## src/rtl/assert_macros.svh

```systemverilog
// Assertion macros shared by the key queue RTL.
// Each macro samples on clk; the first form is also disabled during rst.
`ifndef ASSERT_MACROS_SVH
`define ASSERT_MACROS_SVH

// Checked at every rising edge of clk outside reset.
`define FKR_ASSERT(lbl, prop, msg) \
  lbl: assert property (@(posedge clk) disable iff (rst) (prop)) else $error(msg);

// Checked at every rising edge of clk, reset included.
`define FKR_ASSERT_ALWAYS(lbl, prop, msg) \
  lbl: assert property (@(posedge clk) (prop)) else $error(msg);

`endif

```

## src/rtl/fkr_pkg.sv

```systemverilog
// Package for the key queue: command codes, field widths and cell control.
// Used by the interfaces, the cell and the top level.
`default_nettype none

package fkr_pkg;

  localparam int DEPTH_DEF    = 16;
  localparam int KEY_BITS_DEF = 64;
  localparam int KEY_W        = 64;
  localparam int COUNT_W      = 5;

  typedef enum logic [1:0] {
    CMD_PUSH   = 2'd0,
    CMD_POP    = 2'd1,
    CMD_REMOVE = 2'd2,
    CMD_QUERY  = 2'd3
  } cmd_t;

  typedef struct packed {
    logic fire;
    logic push;
    logic pop;
    logic remove;
  } fkr_ctrl_t;

endpackage

`default_nettype wire

```

## src/rtl/fkr_req_if.sv

```systemverilog
// Request and response channel interfaces of the key queue.
// Depends on fkr_pkg for the command type and field widths.
`default_nettype none

interface fkr_req_if;
  import fkr_pkg::*;

  logic             valid;
  logic             ready;
  cmd_t             command;
  logic [KEY_W-1:0] key;

  modport source (output valid, output command, output key, input ready);
  modport sink (input valid, input command, input key, output ready);
endinterface

interface fkr_rsp_if;
  import fkr_pkg::*;

  logic               valid;
  logic               ready;
  logic               accepted;
  logic               found;
  logic [KEY_W-1:0]   key_out;
  logic               is_empty;
  logic [COUNT_W-1:0] count;

  modport source (output valid, output accepted, output found, output key_out,
                  output is_empty, output count, input ready);
  modport sink (input valid, input accepted, input found, input key_out,
                input is_empty, input count, output ready);
endinterface

`default_nettype wire

```

## src/rtl/fkr_cell.sv

```systemverilog
// One slot of the key queue: holds a key, compares it and shifts from its right neighbor.
// Depends on fkr_pkg for the control struct.
`default_nettype none

module fkr_cell #(
  parameter int DEPTH    = fkr_pkg::DEPTH_DEF,
  parameter int KEY_BITS = fkr_pkg::KEY_BITS_DEF,
  parameter int INDEX    = 0
) (
  input  wire logic                       clk,
  input  wire fkr_pkg::fkr_ctrl_t         ctrl,
  input  wire logic [KEY_BITS-1:0]        key_in,
  input  wire logic [$clog2(DEPTH+1)-1:0] fill,
  input  wire logic                       hit_in,
  input  wire logic [KEY_BITS-1:0]        right_key,
  output logic                            hit_out,
  output logic      [KEY_BITS-1:0]        key
);
  import fkr_pkg::*;

  localparam int CNT_W = $clog2(DEPTH + 1);
  localparam logic [CNT_W-1:0] IDX = CNT_W'(INDEX);

  logic match;
  logic load;
  logic shift;

  assign match   = (IDX < fill) && (key == key_in);
  assign hit_out = hit_in | match;
  assign load    = ctrl.fire & ctrl.push & (IDX == fill);
  assign shift   = ctrl.fire & (ctrl.pop | (ctrl.remove & hit_out));

  always_ff @(posedge clk) begin
    if (load) begin
      key <= key_in;
    end else if (shift) begin
      key <= right_key;
    end
  end

endmodule

`default_nettype wire

```

## src/rtl/fifo_with_keyed_removal.sv

```systemverilog
// Top level of the key queue: a row of slot cells plus fill count and response register.
// Depends on fkr_pkg, fkr_req_if, fkr_rsp_if, fkr_cell and assert_macros.svh.
//
// Usage: requests arrive on req (command and key), one response per request
// leaves on rsp. A push appends at the tail, a pop takes slot 0 and every slot
// moves one place forward, a remove takes the oldest matching slot and the
// slots behind it move forward, a query only looks. All slots compare their
// key against the request key in the same cycle, and a hit ripples down the
// row so that only the oldest match counts.
// Response: the response is registered and is in the output register in the
// cycle after the request is accepted. Throughput: one request per cycle while
// req.ready is high; the row of cells finishes each request in the cycle it is
// accepted, and the search ripple through DEPTH cells sets the path length.
// Stall: req.ready is high while the response register is empty or is being
// taken in the same cycle, so a stalled receiver holds the request side after
// one pending response.
// Reset: rst clears the fill count and the response valid, giving an empty
// queue at once; slot contents are not cleared and are never read unwritten.
`default_nettype none

module fifo_with_keyed_removal #(
  parameter int DEPTH    = fkr_pkg::DEPTH_DEF,
  parameter int KEY_BITS = fkr_pkg::KEY_BITS_DEF
) (
  input wire logic clk,
  input wire logic rst,
  fkr_req_if.sink  req,
  fkr_rsp_if.source rsp
);
  import fkr_pkg::*;
  `include "assert_macros.svh"

  localparam int CNT_W = $clog2(DEPTH + 1);
  localparam logic [CNT_W-1:0] FULL = CNT_W'(DEPTH);

  logic [CNT_W-1:0]    count_q;
  logic [CNT_W-1:0]    count_next;
  logic [KEY_BITS-1:0] key_in;
  logic [KEY_BITS-1:0] slot_key [DEPTH];
  logic [DEPTH:0]      hit;
  fkr_ctrl_t           ctrl;
  logic                fire;
  logic                found_any;
  logic                acc_next;
  logic                found_next;
  logic [KEY_W-1:0]    key_out_next;

  logic               rsp_valid;
  logic               rsp_accepted;
  logic               rsp_found;
  logic [KEY_W-1:0]   rsp_key_out;
  logic               rsp_is_empty;
  logic [COUNT_W-1:0] rsp_count;

  assign req.ready = !rsp_valid || rsp.ready;
  assign fire      = req.valid && req.ready;
  assign key_in    = req.key[KEY_BITS-1:0];

  assign ctrl.fire   = fire;
  assign ctrl.push   = (req.command == CMD_PUSH);
  assign ctrl.pop    = (req.command == CMD_POP);
  assign ctrl.remove = (req.command == CMD_REMOVE);

  assign hit[0]    = 1'b0;
  assign found_any = hit[DEPTH];

  for (genvar i = 0; i < DEPTH; i++) begin : g_cell
    logic [KEY_BITS-1:0] right_key;
    if (i == DEPTH - 1) begin : g_last
      assign right_key = slot_key[i];
    end else begin : g_mid
      assign right_key = slot_key[i+1];
    end
    fkr_cell #(
      .DEPTH    (DEPTH),
      .KEY_BITS (KEY_BITS),
      .INDEX    (i)
    ) u_cell (
      .clk       (clk),
      .ctrl      (ctrl),
      .key_in    (key_in),
      .fill      (count_q),
      .hit_in    (hit[i]),
      .right_key (right_key),
      .hit_out   (hit[i+1]),
      .key       (slot_key[i])
    );
  end

  always_comb begin
    count_next   = count_q;
    acc_next     = 1'b0;
    found_next   = 1'b0;
    key_out_next = '0;
    unique case (req.command)
      CMD_PUSH: begin
        if (count_q < FULL) begin
          acc_next   = 1'b1;
          count_next = count_q + 1'b1;
        end
      end
      CMD_POP: begin
        if (count_q != '0) begin
          acc_next     = 1'b1;
          key_out_next = KEY_W'(slot_key[0]);
          count_next   = count_q - 1'b1;
        end
      end
      CMD_REMOVE: begin
        if (found_any) begin
          acc_next   = 1'b1;
          count_next = count_q - 1'b1;
        end
      end
      CMD_QUERY: begin
        found_next = found_any;
      end
      default: begin
        count_next = count_q;
      end
    endcase
  end

  always_ff @(posedge clk) begin
    if (rst) begin
      count_q   <= '0;
      rsp_valid <= 1'b0;
    end else begin
      if (fire) begin
        count_q   <= count_next;
        rsp_valid <= 1'b1;
      end else if (rsp.ready) begin
        rsp_valid <= 1'b0;
      end
    end
  end

  always_ff @(posedge clk) begin
    if (fire) begin
      rsp_accepted <= acc_next;
      rsp_found    <= found_next;
      rsp_key_out  <= key_out_next;
      rsp_is_empty <= (count_next == '0);
      rsp_count    <= COUNT_W'(count_next);
    end
  end

  assign rsp.valid    = rsp_valid;
  assign rsp.accepted = rsp_accepted;
  assign rsp.found    = rsp_found;
  assign rsp.key_out  = rsp_key_out;
  assign rsp.is_empty = rsp_is_empty;
  assign rsp.count    = rsp_count;

  `FKR_ASSERT(a_count_bound, count_q <= FULL, "fill count above depth")
  `FKR_ASSERT(a_push_grows, fire && ctrl.push && count_q < FULL |=> count_q == $past(count_q) + 1'b1, "accepted push did not grow the queue")
  `FKR_ASSERT(a_query_holds, fire && req.command == CMD_QUERY |=> $stable(count_q), "query changed the fill count")
  `FKR_ASSERT(a_rsp_count, rsp_valid |-> rsp_count == COUNT_W'(count_q), "response count differs from fill count")

endmodule

`default_nettype wire
```

## src/flat_wrapper.sv

```systemverilog
// flat-port wrapper written by rule: the top's interface ports become plain ports
module fifo_with_keyed_removal_flat import fkr_pkg::*;
#(
  parameter int DEPTH    = fkr_pkg::DEPTH_DEF,
  parameter int KEY_BITS = fkr_pkg::KEY_BITS_DEF
)
  (clk, rst, req_valid, req_command, req_key, req_ready, rsp_valid, rsp_accepted, rsp_found, rsp_key_out, rsp_is_empty, rsp_count, rsp_ready);
  fkr_req_if req_i ();
  fkr_rsp_if rsp_i ();
  input wire logic clk;
  input wire logic rst;
  input wire logic [$bits(req_i.valid)-1:0] req_valid;
  input wire logic [$bits(req_i.command)-1:0] req_command;
  input wire logic [$bits(req_i.key)-1:0] req_key;
  output wire logic [$bits(req_i.ready)-1:0] req_ready;
  output wire logic [$bits(rsp_i.valid)-1:0] rsp_valid;
  output wire logic [$bits(rsp_i.accepted)-1:0] rsp_accepted;
  output wire logic [$bits(rsp_i.found)-1:0] rsp_found;
  output wire logic [$bits(rsp_i.key_out)-1:0] rsp_key_out;
  output wire logic [$bits(rsp_i.is_empty)-1:0] rsp_is_empty;
  output wire logic [$bits(rsp_i.count)-1:0] rsp_count;
  input wire logic [$bits(rsp_i.ready)-1:0] rsp_ready;
  assign req_i.valid = req_valid;
  assign req_i.command = req_command;
  assign req_i.key = req_key;
  assign req_ready = req_i.ready;
  assign rsp_valid = rsp_i.valid;
  assign rsp_accepted = rsp_i.accepted;
  assign rsp_found = rsp_i.found;
  assign rsp_key_out = rsp_i.key_out;
  assign rsp_is_empty = rsp_i.is_empty;
  assign rsp_count = rsp_i.count;
  assign rsp_i.ready = rsp_ready;
  fifo_with_keyed_removal #(.DEPTH(DEPTH), .KEY_BITS(KEY_BITS)) u_core (.clk(clk), .rst(rst), .req(req_i), .rsp(rsp_i));
endmodule
```

## config.mk

```make
export PLATFORM = sky130hd
export DESIGN_NAME = fifo_with_keyed_removal_flat
export DESIGN_NICKNAME = d
export VERILOG_FILES = /design/src/rtl/fkr_pkg.sv /design/src/rtl/fkr_req_if.sv /design/src/rtl/fkr_cell.sv /design/src/rtl/fifo_with_keyed_removal.sv /design/src/flat_wrapper.sv
export VERILOG_INCLUDE_DIRS = /design/src /design/src/rtl
export SDC_FILE = /design/constraint.sdc
export NUM_CORES = 2
export LEC_CHECK = 0
export BUFFER_PORTS_ARGS = -buffer_cell sky130_fd_sc_hd__buf_2
export CAP_MARGIN = 5
export CORE_MARGIN = 8
export CORE_UTILIZATION = 64
export DETAILED_ROUTE_END_ITERATION = 8
export HOLD_SLACK_MARGIN = 0.02
export PLACE_DENSITY = 0.92
export SLEW_MARGIN = 25
export SYNTH_ARGS = -nofsm -noshare
export SYNTH_HDL_FRONTEND = slang
export SYNTH_SLANG_ARGS = --single-unit
```

## constraint.sdc

```tcl
create_clock -name clk -period 9.7 [get_ports clk]
set_clock_uncertainty 0.05 [all_clocks]
set_input_delay 0.485 -clock clk [delete_from_list [all_inputs] [get_ports clk]]
set_output_delay 0.485 -clock clk [all_outputs]
set_load 0.01 [all_outputs]
```

==> impl_metrics.yaml <==
run_status:
  status: "finished, final reports clean"
route:
  vias_per_cell: 7.42
  ant_nets: 0
  first_pass_iters: 6
  wirelength_um: 253000
  drc_errors: 0
  via_count: 46243
  initialDrtViolationCount: 8169
  wl_per_cell_um: 40.5
finish:
  fin_util: 0.704
  final_cells: 6236
  fill_cells: 6610
  drive_above_1_share: 0.263
  seq_area_mm2: 0.0330
  area_growth_pct: 9.12
  num-nets-final: 4937
  multi_input_area_mm2: 0.0266
hold_path:
  hold_class: "in -> reg"
floorplan:
  coreArea_mm2: 0.0950
  ios: 144
  die-area_mm2: 0.106
  die_h_um: 326
  start_util: 0.645
  rows: 113
  die_w_um: 326
power_and_ir_drop:
  p_int_w: 0.00837
  powerDensity_mw_per_mm2: 171
  power_frac_seq: 0.483
  leakage_nw: 21.7
  power.switching_w: 0.00306
  p_comb_frac: 0.113
  p_clk_frac: 0.404
  power_switching_share: 0.268
  max-vdd-ir-drop_mv: 0.186
synth:
  synth.distinct_cells: 76
  synth_edf_count: 1096
  synth-seq-area-share: 0.539
  ys.flop_type: "edfxtp_1"
  syn-num-nets: 4949
  netlist_area_mm2: 0.0613
  netlist_instances: 4873
  synth-seq-cells: 1102
  async_flop_share: 0
  synth_area_per_cell_um2: 12.6
  ys_warn_count: 0
worst_setup_path:
  crit_type: "reg -> reg"
  worstPathMaxFanout: 64
  cp_data_arrival_time_ps: 6030
  start_kind: "flip-flop"
  crit_required_ps: 9990
  end_kind: "flip-flop"
sta:
  hold_violations: 0
  setup_tns_ps: 0
  rsz0062_at_grt: "no"
  timing.final.crit_share: 0.593
  worst_slew_pin_slew_ps: 1170
  setup_viol: 0
  max_freq_mhz: 174
  slew_headroom: 0.221
  slew_violations: 0
  worst_slack_ps: 3950
  fin_crit_ps: 5750
  whs_ps: 74.2
clocking:
  cts_resized: 0
  clockBufferDepth: 3
  clock_sinks: 1102
  cts_tree: "done"
  post_cts_buffers: 0
  cts_inserted_buffers: 115
  root_buffer: "clkbuf_16"
  insertion_delay_ps: 750
  cts.clk_slew.worst_paths_ps: 70
  cts_max_level: 3
place:
  io_buffer_count: 143
  post-place-cells: 6006
  preCtsSetupSlack_ps: 4220
  routabilityCongestion: 1.07
  hpwlAfterDp_um: 176000
global_routing:
  antenna_found_initial: 15
  overflow: 0
  track_usage: 0.459
  grt_max_degree: 80
  grt_first_pass_wirelength_um: 343000
  grt_pass1_vias: 43985
run:
  maxCapViolations: 0
stage by stage:
| stage | cell area, um^2 | power (W) |
|---|---|---|
| finish | 66900 | 0.0114 |
| global route | 66900 | 0.0116 |
| CTS | 66900 | 0.0113 |
| detailed placement | 63000 | 0.00682 |
| global placement | 63000 | 0.00681 |
| floorplan | 61300 | 0.00628 |
synth_stat cells (3+ instances only):
cell | count | share of area
and2_1 | 8 | 0.00082
nor2b_1 | 47 | 0.0048
nand3_1 | 66 | 0.0054
clkbuf_1 | 215 | 0.013
nand3b_1 | 5 | 0.00061
o22ai_1 | 14 | 0.0014
dfxtp_1 | 6 | 0.0020
or3_1 | 8 | 0.00082
o2111ai_1 | 20 | 0.0029
ha_1 | 6 | 0.0012
or4_1 | 17 | 0.0021
edfxtp_1 | 1096 | 0.54
a21o_1 | 5 | 0.00061
nor4_1 | 130 | 0.013
nand4_1 | 381 | 0.039
nor3b_1 | 3 | 0.00037
buf_1 | 42 | 0.0026
buf_2 | 137 | 0.011
o21ai_0 | 170 | 0.014
nand4b_1 | 8 | 0.0011
a31oi_1 | 3 | 0.00031
inv_1 | 38 | 0.0023
and3_1 | 69 | 0.0070
a211oi_1 | 3 | 0.00037
o21ai_1 | 3 | 0.00024
xnor2_1 | 804 | 0.11
nand2b_1 | 105 | 0.011
nor4b_1 | 11 | 0.0016
buf_4 | 6 | 0.00073
and4b_1 | 4 | 0.00065
xor2_1 | 149 | 0.021
o211ai_1 | 5 | 0.00061
mux2_2 | 806 | 0.15
a21oi_1 | 27 | 0.0022
nor3_1 | 49 | 0.0040
nor2_1 | 71 | 0.0043
or2_2 | 4 | 0.00041
a2111oi_0 | 14 | 0.0020
and4_1 | 7 | 0.0010
nand2_1 | 263 | 0.016
power by group through the flow:
stage          Clock [W]  Combinational (W)  Sequential, W
2_1_floorplan          0           0.000726        0.00555
3_3_place_gp           0            0.00121        0.00561
3_5_place_dp           0            0.00121        0.00561
4_1_cts          0.00459            0.00122        0.00551
5_1_grt          0.00476            0.00130        0.00552
6_report         0.00463            0.00129        0.00552
flip-flops by register name, indices dropped and copies added (netlist names):
name                      flops
u_core.rsp.found              1
u_core.rsp.count              5
u_core.rsp.valid              1
u_core.rsp.accepted           1
u_core.rsp.is_empty           1
u_core.count_q                5
u_core.rsp.key_out           64
u_core.g_cell.u_cell.key   1024
final cells by class:
type                    count  share of cell area
flip-flops and latches   1102               0.494
multi-input cells        3330               0.398
clock buffers             134              0.0444
repair buffers            272              0.0253
well taps                1265              0.0237
clock inverters            85              0.0129
diodes                      8            0.000299
inverters                  40             0.00226
metal layers:
metal,track usage,vias to the layer above,routed length [um]
li1,-,18108,-
met1,0.596,22570,87900
met2,0.640,4578,102000
met3,0.189,983,43000
met4,0.277,4,19200
met5,0,-,35
worst max-delay path, stage by stage, from the launching register on:
cell      delay (ps)
dfxtp_1         1090
inv_1            450
ha_1             370
o21bai_1         240
a211o_1          400
nor4_1           300
nand4_1          160
o22ai_1          820
nor4_1           190
a31oi_1          210
o21ai_0          160
nand2_2          110
buf_4            720
placed cells by master, fill, tap and decap left out, types with 7 or more instances in the layout:
cell / n
edfxtp_1: 1096
o2111ai_1: 20
and3_1: 69
buf_4: 127
nor4_1: 129
or3_1: 8
bufinv_16: 16
a2111oi_0: 14
clkbuf_16: 116
o21ai_0: 169
o22ai_1: 12
and4_1: 7
nand3_1: 65
or4_1: 16
buf_2: 142
nand4b_1: 8
and2_1: 8
clkbuf_1: 18
inv_6: 7
nor3_1: 46
xnor2_1: 804
inv_1: 38
a21oi_1: 26
nand2_1: 247
nand2_2: 16
mux2_2: 806
clkinv_1: 25
nand2b_1: 105
clkinvlp_4: 7
xor2_1: 149
nor2_1: 67
nor2b_1: 47
nand4_1: 381
diode_2: 8
clkinv_2: 28
nor4b_1: 11
worst paths after layout:
| kind | end | depth (start not counted) | startpoint | slack [ps] |
|---|---|---|---|---|
| worst min register to register | u_core.g_cell[7].u_cell.key[48] | 2 | u_core.g_cell[8].u_cell.key[48] | 520 |
| worst max-delay path | u_core.g_cell[14].u_cell.key[51] | 12 | u_core.count_q[1] | 3950 |
| worst max register to register | u_core.g_cell[14].u_cell.key[51] | 12 | u_core.count_q[1] | 3950 |
| worst min-delay path | u_core.g_cell[15].u_cell.key[0] | 1 | req_key[0] | 70 |
timing repair:
item | CTS | global route
endpoints found under the hold margin | 5 | 0
hold buffers | 3 | 0
endpoints found under the setup margin | 0 | 0
kinds of logic (layout without fill, tap and decap cells):
| group | after synthesis | after routing | synth area share |
|---|---|---|---|
| DFF | 1102 | 1102 | 0.539 |
| muxes | 808 | 808 | 0.148 |
| other | 0 | 8 | 0 |
| adders and majority gates | 6 | 6 | 0.00122 |
| xor gates and xnor gates | 953 | 953 | 0.136 |
| and+or+nand+nor | 1272 | 1272 | 0.117 |
| AOI/OAI and AO/OA | 291 | 291 | 0.0288 |
| buffers and inverters | 441 | 531 | 0.0303 |
Note: power is estimated with default switching activity, not from simulation.
